==> src/rtl/core/twm_pkg.sv <==
// twm_pkg: shared types, constants and helpers for the windowed median block
// no dependencies; imported by every module under rtl/core
`timescale 1ns / 1ps
`default_nettype none

package twm_pkg;

	localparam int SLOTS_DEF = 32;
	localparam int VAL_W     = 24;
	localparam int TIME_W    = 32;
	// shared compare unit works on 33-bit signed operands (value or time)
	localparam int CMP_W     = 33;

	localparam logic KIND_ADD   = 1'b0;
	localparam logic KIND_QUERY = 1'b1;

	typedef struct packed {
		logic                    kind;
		logic signed [VAL_W-1:0] sample_value;
		logic [TIME_W-1:0]       sample_time;
		logic [TIME_W-1:0]       cutoff_time;
	} req_t;

	typedef struct packed {
		logic signed [VAL_W-1:0] median_value;
		logic                    has_value;
	} rsp_t;

	typedef struct packed {
		logic                    en;
		logic signed [VAL_W-1:0] value;
		logic [TIME_W-1:0]       stamp;
	} ring_wr_t;

	typedef enum logic [7:0] {
		ST_IDLE     = 8'b0000_0001,
		ST_SCAN_RD  = 8'b0000_0010,
		ST_SCAN_CMP = 8'b0000_0100,
		ST_G_RD     = 8'b0000_1000,
		ST_G_LD     = 8'b0001_0000,
		ST_INNER    = 8'b0010_0000,
		ST_EVAL     = 8'b0100_0000,
		ST_DONE     = 8'b1000_0000
	} seq_state_t;

	function automatic logic signed [CMP_W-1:0] sext_val(input logic signed [VAL_W-1:0] v);
		sext_val = {{(CMP_W-VAL_W){v[VAL_W-1]}}, v};
	endfunction

	function automatic logic signed [CMP_W-1:0] zext_time(input logic [TIME_W-1:0] t);
		zext_time = {{(CMP_W-TIME_W){1'b0}}, t};
	endfunction

endpackage

`default_nettype wire

==> src/rtl/core/twm_cmp.sv <==
// twm_cmp: shared signed greater-or-equal unit used for time and value checks
// depends on twm_pkg
`timescale 1ns / 1ps
`default_nettype none

module twm_cmp import twm_pkg::*; (
	input  wire logic signed [CMP_W-1:0] a,
	input  wire logic signed [CMP_W-1:0] b,
	output logic                         ge
);

	assign ge = (a >= b);

endmodule

`default_nettype wire

==> src/rtl/core/twm_ring.sv <==
// twm_ring: sample ring with value and time memories, ring pointers and fill size
// depends on twm_pkg
`timescale 1ns / 1ps
`default_nettype none

module twm_ring import twm_pkg::*; #(
	parameter int SLOTS = SLOTS_DEF,
	localparam int PW = $clog2(SLOTS)
) (
	input  wire logic                    clk,
	input  wire logic                    arst_n,
	input  wire ring_wr_t                wr,
	input  wire logic [PW-1:0]           rd_pos,
	output logic [PW-1:0]                size,
	output logic signed [VAL_W-1:0]      rd_value,
	output logic [TIME_W-1:0]            rd_time
);

	logic signed [VAL_W-1:0] value_mem [SLOTS];
	logic [TIME_W-1:0]       time_mem [SLOTS];

	logic [PW-1:0] oldest_q;
	logic [PW-1:0] next_q;
	logic [PW-1:0] next_inc;
	logic [PW-1:0] oldest_inc;
	logic [PW:0]   rd_sum;
	logic [PW-1:0] rd_slot;
	logic [PW:0]   size_raw;

	assign next_inc   = (next_q == PW'(SLOTS - 1)) ? '0 : next_q + PW'(1);
	assign oldest_inc = (oldest_q == PW'(SLOTS - 1)) ? '0 : oldest_q + PW'(1);

	// position relative to the oldest entry, wrapped into the ring
	assign rd_sum  = {1'b0, oldest_q} + {1'b0, rd_pos};
	assign rd_slot = (rd_sum >= (PW+1)'(SLOTS)) ? PW'(rd_sum - (PW+1)'(SLOTS)) : rd_sum[PW-1:0];

	assign size_raw = (next_q >= oldest_q) ? ({1'b0, next_q} - {1'b0, oldest_q})
	                                       : ({1'b0, next_q} + (PW+1)'(SLOTS) - {1'b0, oldest_q});
	assign size = size_raw[PW-1:0];

	always_ff @(posedge clk or negedge arst_n) begin
		if (!arst_n) begin
			oldest_q <= '0;
			next_q   <= '0;
		end else if (wr.en) begin
			next_q <= next_inc;
			// ring full: drop the oldest entry
			if (next_inc == oldest_q) begin
				oldest_q <= oldest_inc;
			end
		end
	end

	always_ff @(posedge clk) begin
		if (wr.en) begin
			value_mem[next_q] <= wr.value;
			time_mem[next_q]  <= wr.stamp;
		end
		rd_value <= value_mem[rd_slot];
		rd_time  <= time_mem[rd_slot];
	end

endmodule

`default_nettype wire

==> src/rtl/core/twm_seq.sv <==
// twm_seq: sequencer for window scan and pairwise rank count over the shared compare unit
// depends on twm_pkg; drives twm_ring read position and twm_cmp operands
`timescale 1ns / 1ps
`default_nettype none

module twm_seq import twm_pkg::*; #(
	parameter int SLOTS = SLOTS_DEF,
	localparam int PW = $clog2(SLOTS)
) (
	input  wire logic                    clk,
	input  wire logic                    arst_n,
	input  wire logic                    req_acc,
	input  wire req_t                    req,
	output logic                         idle,
	input  wire logic [PW-1:0]           size,
	output logic [PW-1:0]                rd_pos,
	input  wire logic signed [VAL_W-1:0] rd_value,
	input  wire logic [TIME_W-1:0]       rd_time,
	output ring_wr_t                     wr,
	output logic signed [CMP_W-1:0]      cmp_a,
	output logic signed [CMP_W-1:0]      cmp_b,
	input  wire logic                    cmp_ge,
	output logic                         res_valid,
	input  wire logic                    res_free,
	output rsp_t                         res
);

	localparam int CW = PW + 1;
	localparam int DW = PW + 2;

	seq_state_t state_q, state_d;

	logic [TIME_W-1:0]       cutoff_q;
	logic [PW-1:0]           size_q;
	logic [PW-1:0]           first_q;
	logic [PW-1:0]           g_q;
	logic [PW-1:0]           i_q;
	logic [PW-1:0]           chk_idx_s1;
	logic                    chk_vld_s1;
	logic signed [VAL_W-1:0] gv_q;
	logic [CW-1:0]           less_q;
	logic [CW-1:0]           greater_q;
	logic [DW-1:0]           best_diff_q;
	logic signed [VAL_W-1:0] best_val_q;
	logic                    has_q;
	logic [CW-1:0]           diff;
	logic                    is_query;

	assign is_query = req_acc && (req.kind == KIND_QUERY);
	assign idle     = (state_q == ST_IDLE);

	assign wr.en    = req_acc && (req.kind == KIND_ADD);
	assign wr.value = req.sample_value;
	assign wr.stamp = req.sample_time;

	assign diff = (less_q > greater_q) ? (less_q - greater_q) : (greater_q - less_q);

	assign res_valid        = (state_q == ST_DONE);
	assign res.median_value = best_val_q;
	assign res.has_value    = has_q;

	always_comb begin
		unique case (state_q)
			ST_SCAN_RD:  rd_pos = first_q - PW'(1);
			ST_G_RD:     rd_pos = g_q;
			default:     rd_pos = i_q;
		endcase
	end

	// scan checks time >= cutoff, inner loop checks value_i <= candidate
	always_comb begin
		if (state_q == ST_SCAN_CMP) begin
			cmp_a = zext_time(rd_time);
			cmp_b = zext_time(cutoff_q);
		end else begin
			cmp_a = sext_val(gv_q);
			cmp_b = sext_val(rd_value);
		end
	end

	always_comb begin
		state_d = state_q;
		unique case (state_q)
			ST_IDLE: begin
				if (is_query) begin
					state_d = (size == '0) ? ST_DONE : ST_SCAN_RD;
				end
			end
			ST_SCAN_RD:  state_d = ST_SCAN_CMP;
			ST_SCAN_CMP: begin
				if (cmp_ge) begin
					state_d = (first_q == PW'(1)) ? ST_G_RD : ST_SCAN_RD;
				end else begin
					state_d = (first_q == size_q) ? ST_DONE : ST_G_RD;
				end
			end
			ST_G_RD:     state_d = ST_G_LD;
			ST_G_LD:     state_d = ST_INNER;
			ST_INNER: begin
				if (i_q == size_q && !chk_vld_s1) begin
					state_d = ST_EVAL;
				end
			end
			ST_EVAL:     state_d = (g_q + PW'(1) == size_q) ? ST_DONE : ST_G_RD;
			ST_DONE: begin
				if (res_free) begin
					state_d = ST_IDLE;
				end
			end
			default:     state_d = ST_IDLE;
		endcase
	end

	always_ff @(posedge clk or negedge arst_n) begin
		if (!arst_n) begin
			state_q    <= ST_IDLE;
			chk_vld_s1 <= 1'b0;
		end else begin
			state_q    <= state_d;
			chk_vld_s1 <= (state_q == ST_INNER) && (i_q != size_q);
		end
	end

	always_ff @(posedge clk) begin
		unique case (state_q)
			ST_IDLE: begin
				if (is_query) begin
					cutoff_q    <= req.cutoff_time;
					size_q      <= size;
					first_q     <= size;
					best_val_q  <= '0;
					best_diff_q <= DW'(2 * SLOTS);
					has_q       <= 1'b0;
				end
			end
			ST_SCAN_CMP: begin
				if (cmp_ge) begin
					first_q <= first_q - PW'(1);
					g_q     <= first_q - PW'(1);
				end else begin
					g_q <= first_q;
				end
			end
			ST_G_LD: begin
				gv_q      <= rd_value;
				i_q       <= first_q;
				less_q    <= '0;
				greater_q <= '0;
			end
			ST_INNER: begin
				if (i_q != size_q) begin
					chk_idx_s1 <= i_q;
					i_q        <= i_q + PW'(1);
				end
				// the candidate itself is not counted
				if (chk_vld_s1 && chk_idx_s1 != g_q) begin
					if (cmp_ge) begin
						less_q <= less_q + CW'(1);
					end else begin
						greater_q <= greater_q + CW'(1);
					end
				end
			end
			ST_EVAL: begin
				// strict less keeps the earliest candidate on ties
				if ({1'b0, diff} < best_diff_q) begin
					best_diff_q <= {1'b0, diff};
					best_val_q  <= gv_q;
				end
				has_q <= 1'b1;
				g_q   <= g_q + PW'(1);
			end
			default: begin
			end
		endcase
	end

endmodule

`default_nettype wire

==> src/rtl/core/timestamped_window_median_top.sv <==
// channel | role   | handshake          | payload
// req     | input  | req_valid/req_stall | req_t: kind, sample_value, sample_time, cutoff_time
// rsp     | output | rsp_valid/rsp_stall | rsp_t: median_value, has_value
//
// an add transaction yields no response
// a query scans back from the newest entry, then counts ranks pairwise over the window entries;
// both steps share the single memory read port and the one shared compare unit
// req_stall is high from query accept until its result is placed in the response register
// arst_n clears the ring pointers and sequencer; sample memories hold no reset
// depends on twm_pkg, twm_cmp, twm_ring, twm_seq
`timescale 1ns / 1ps
`default_nettype none

module timestamped_window_median_top import twm_pkg::*; #(
	parameter int SLOTS = SLOTS_DEF
) (
	input  wire logic clk,
	input  wire logic arst_n,
	input  wire logic req_valid,
	output logic      req_stall,
	input  wire req_t req,
	output logic      rsp_valid,
	input  wire logic rsp_stall,
	output rsp_t      rsp
);

	localparam int PW = $clog2(SLOTS);

	logic                    req_acc;
	logic                    idle;
	logic [PW-1:0]           size;
	logic [PW-1:0]           rd_pos;
	logic signed [VAL_W-1:0] rd_value;
	logic [TIME_W-1:0]       rd_time;
	ring_wr_t                wr;
	logic signed [CMP_W-1:0] cmp_a;
	logic signed [CMP_W-1:0] cmp_b;
	logic                    cmp_ge;
	logic                    res_valid;
	logic                    res_free;
	rsp_t                    res;
	logic                    rsp_valid_q;
	rsp_t                    rsp_q;

	assign req_stall = !idle;
	assign req_acc   = req_valid && !req_stall;
	assign res_free  = !rsp_valid_q || !rsp_stall;

	twm_ring #(.SLOTS(SLOTS)) u_ring (
		.clk      (clk),
		.arst_n   (arst_n),
		.wr       (wr),
		.rd_pos   (rd_pos),
		.size     (size),
		.rd_value (rd_value),
		.rd_time  (rd_time)
	);

	twm_cmp u_cmp (
		.a  (cmp_a),
		.b  (cmp_b),
		.ge (cmp_ge)
	);

	twm_seq #(.SLOTS(SLOTS)) u_seq (
		.clk       (clk),
		.arst_n    (arst_n),
		.req_acc   (req_acc),
		.req       (req),
		.idle      (idle),
		.size      (size),
		.rd_pos    (rd_pos),
		.rd_value  (rd_value),
		.rd_time   (rd_time),
		.wr        (wr),
		.cmp_a     (cmp_a),
		.cmp_b     (cmp_b),
		.cmp_ge    (cmp_ge),
		.res_valid (res_valid),
		.res_free  (res_free),
		.res       (res)
	);

	// response register parts the sequencer from the output stall
	always_ff @(posedge clk or negedge arst_n) begin
		if (!arst_n) begin
			rsp_valid_q <= 1'b0;
		end else if (res_valid && res_free) begin
			rsp_valid_q <= 1'b1;
		end else if (!rsp_stall) begin
			rsp_valid_q <= 1'b0;
		end
	end

	always_ff @(posedge clk) begin
		if (res_valid && res_free) begin
			rsp_q <= res;
		end
	end

	assign rsp_valid = rsp_valid_q;
	assign rsp       = rsp_q;

	a_query_busy: assert property (@(posedge clk) disable iff (!arst_n)
		req_acc && req.kind == KIND_QUERY |=> req_stall)
		else $error("query transaction did not start the sequencer");

	a_add_idle: assert property (@(posedge clk) disable iff (!arst_n)
		req_acc && req.kind == KIND_ADD |=> !req_stall)
		else $error("add transaction left the block busy");

	a_rsp_from_query: assert property (@(posedge clk) disable iff (!arst_n)
		$rose(rsp_valid) |-> $past(req_stall))
		else $error("response appeared without a query in flight");

	a_empty_zero: assert property (@(posedge clk) disable iff (!arst_n)
		rsp_valid && !rsp.has_value |-> rsp.median_value == '0)
		else $error("empty window response carries a nonzero value");

endmodule

`default_nettype wire

==> config.mk <==
export PLATFORM = sky130hd
export DESIGN_NAME = timestamped_window_median_top
export DESIGN_NICKNAME = d
export VERILOG_FILES = /design/src/rtl/core/twm_pkg.sv /design/src/rtl/core/twm_cmp.sv /design/src/rtl/core/twm_ring.sv /design/src/rtl/core/twm_seq.sv /design/src/rtl/core/timestamped_window_median_top.sv
export SDC_FILE = /design/constraint.sdc
export NUM_CORES = 2
export LEC_CHECK = 0
export CAP_MARGIN = 20
export CORE_UTILIZATION = 23
export DETAILED_ROUTE_END_ITERATION = 16
export DONT_BUFFER_PORTS = 1
export GPL_ROUTABILITY_DRIVEN = 0
export GPL_TIMING_DRIVEN = 0
export HOLD_SLACK_MARGIN = 0.03
export PLACE_DENSITY = 0.39
export SLEW_MARGIN = 20
export SYNTH_ARGS = -nofsm -noshare
export SYNTH_HDL_FRONTEND = slang
export SYNTH_HIERARCHICAL = 1
export SYNTH_SLANG_ARGS = --single-unit
==> constraint.sdc <==
create_clock -name clk -period 6.5 [get_ports clk]
set_input_delay 0.65 -clock clk [delete_from_list [all_inputs] [get_ports clk]]
set_output_delay 0.65 -clock clk [all_outputs]
set_load 0.02 [all_outputs]
==> flow_metrics.tcl <==
set metrics [dict create \
    rsz0062_at_grt "false" \
    critical_path_arrival_ns 6.65 \
    clock_path_buffers 4 \
    synth_nets 5470 \
    ys_seq_area_share_pct 71.9 \
    num-nets-final 5862 \
    dpl_worst_slack_ns 0.385 \
    clkTransAtPathRegs_ns 0.06 \
    die-area_sq_um 365000 \
    total_power_mw 45.7 \
    ys_types 72 \
    path_max_fanout 10 \
    ys.flop_type "edfxtp_1" \
    post-route-period-util_pct 93.0 \
    clock_sinks 2018 \
    drive_gt1_share_pct 13.0 \
    die_h_um 604 \
    timing.fmax_mhz 165 \
    grt_usage_pct 14.9 \
    clockRootBuffer "clkbuf_16" \
    crit_path_start "u_seq/state_q[0]" \
    skew_ns 0.0837 \
    yosysWarningCount 6 \
    reg2reg_slack_ns 0.46 \
    areaGrowthSynthToFinish_pct 19.7 \
    cts_tree "built" \
    hpwlAfterDp_um 201000 \
    crit_path_end "u_ring/rd_time[1]" \
    period_minus_slack_ns 6.04 \
    worstRegToRegCells 16 \
    ys_seq_elements 2018 \
    post-route-drc-count 0 \
    numCtsBuffers 227 \
    hold_start "req[78]" \
    leakage_nw 34.5 \
    post-cts-setup-buffers 0 \
    grt_antenna_before_repair 58 \
    rr_endpoint "u_ring/rd_time[1]" \
    dr.pass1.iters 5 \
    grt_max_degree 33 \
    postRouteAntennaNets 0 \
    worstPathRequired_ns 7.11 \
    die_w_um 604 \
    layout_common_cells "1942 x edfxtp_1, 1056 x mux2i_1, 919 x nand3_1" \
    htreeDepth 4 \
    cts_hold_buf 36 \
    core_area_sq_um 360000 \
    setup_viol 0 \
    cts_resized 0 \
    p_per_area_nw_per_um2 458 \
    slew_headroom_pct 24.8 \
    end_kind "register" \
    port_buffers 0 \
    grt_pass1_wl_um 384000 \
    viasPerCell 4.43 \
    clock_latency_ns 0.91 \
    netlist_area_sq_um 83400 \
    fillers 36500 \
    synthCells 5303 \
    synthArstFlopShare_pct 0.991 \
    synth_edf_count 1942 \
    r2r_start "u_seq/state_q[0]" \
    wl_um 278000 \
    ir_drop_mv 0.280 \
    avgRoutedWirePerCell_um 26.1 \
    cp-start-kind "register" \
    drv_cap 0 \
    tightest_slew_ns 1.10 \
    syn_area_per_cell_sq_um 15.7 \
    hold_path.class "in -> reg" \
    rows 220 \
    drv_slew 0 \
    drt_iter0_markers 3961 \
    finalHoldViolations 0 \
    grt_overflow 0 \
    fin_ws_ns 0.456 \
    grt_pass1_vias 48100 \
    start_util_pct 23.2 \
    postLayoutCoreUtil_pct 27.7 \
    vias 47300 \
    status "complete, no violations" \
    pin_count 120 \
    critPathKind "reg -> reg" \
    layout_commonest_cell "edfxtp_1" \
]
-- power by group --
part / total [mW] / leakage (nW) / internal (mW) / switching [mW]
Combinational: 18.2 / 12.9 / 5.69 / 12.6
Sequential: 15.0 / 18.2 / 14.8 / 0.264
Clock: 12.4 / 3.41 / 7.09 / 5.28
-- cell type report --
type / count / area, sq um / area share (%)
Buffer: 406 / 1990 / 2.00
Clock buffer: 282 / 5960 / 5.97
Tap cell: 4773 / 5970 / 5.98
Clock inverter: 118 / 1040 / 1.04
Inverter: 75 / 282 / 0.282
Multi-Input combinational cell: 2804 / 21500 / 21.6
Timing Repair Buffer: 163 / 3040 / 3.05
Antenna cell: 18 / 45.0 / 0.0451
Sequential cell: 2018 / 59900 / 60.1
-- through the flow --
stage                     cells  hold WS (ns)  cell area [sq um]  TNS (ns)
after floorplan            5303         0.354              83400         0
after global placement    10100         0.357              89400  -4853.06
after detailed placement  10200         0.357              92300         0
after CTS                 10600        0.0843              99700         0
after global routing      10600         0.130              99800         0
final                     10700         0.155              99800         0
-- worst min-delay path by stage --
stage	to	depth (start not counted)	slack, ns
2_1_floorplan	rsp_valid	0	0.35
3_3_place_gp	u_seq/state_q[4]	0	0.36
3_5_place_dp	rsp_valid	0	0.36
4_1_cts	u_ring/value_mem[29][14]	1	0.08
5_1_grt	u_ring/value_mem[31][14]	1	0.13
6_report	u_ring/value_mem[29][14]	1	0.16
-- synth_stat cells (10+ instances only) --
cell	count	area (sq um)
o21ai_0	18	90.1
and4_1	224	1960
nand2_1	177	664
buf_2	164	821
dfrtp_1	19	475
buf_1	32	120
xor2_1	21	184
inv_1	72	270
buf_4	61	458
ha_1	70	876
xnor2_1	38	333
nor3_1	10	50.1
dfxtp_1	56	1120
a21oi_1	25	125
mux2i_1	1073	10700
nand3_1	919	4600
nor2_1	64	240
and2_1	37	231
edfxtp_1	1942	58300
a21o_1	32	240
clkbuf_1	148	556
-- registers in the layout, indices dropped and copies added (netlist names), 7 cells and up --
signal             cells
rsp                   25
u_seq/best_val_q      24
u_seq/state_q          8
u_ring/rd_value       24
u_ring/rd_time        32
u_seq/cutoff_q        32
u_ring/time_mem     1024
u_seq/gv_q            24
u_seq/best_diff_q      7
u_ring/value_mem     768
-- routing by layer --
layer	GRT usage [%]	vias up	share of wire (%)
met3	3.07	376	6.2
met4	4.05	32	2.5
met5	0	-	0.085
met1	20.5	24200	46
li1	-	21300	-
met2	23.8	1351	46
-- kinds of logic after synthesis --
family,share of synthesized area (%)
flops,71.9
simple gates,9.72
mux,13.0
buf+inv,2.69
compound gates,0.942
fa+ha+maj,1.15
xor+xnor,0.659
-- worst max-delay path, cell delays in order (launching register included) --
cell	delay, ns
dfstp_2	0.64
nor4_4	0.09
nand4b_1	0.31
inv_2	0.08
nor2_1	0.32
a221o_1	0.26
ha_1	0.18
inv_1	0.06
fa_1	0.47
xnor2_2	0.66
clkbuf_2	0.58
buf_16	0.22
clkbuf_1	0.57
nand3_1	0.16
and4_1	0.26
mux2i_1	0.46
mux2i_2	0.42
Power figures use the tool's default switching activity.
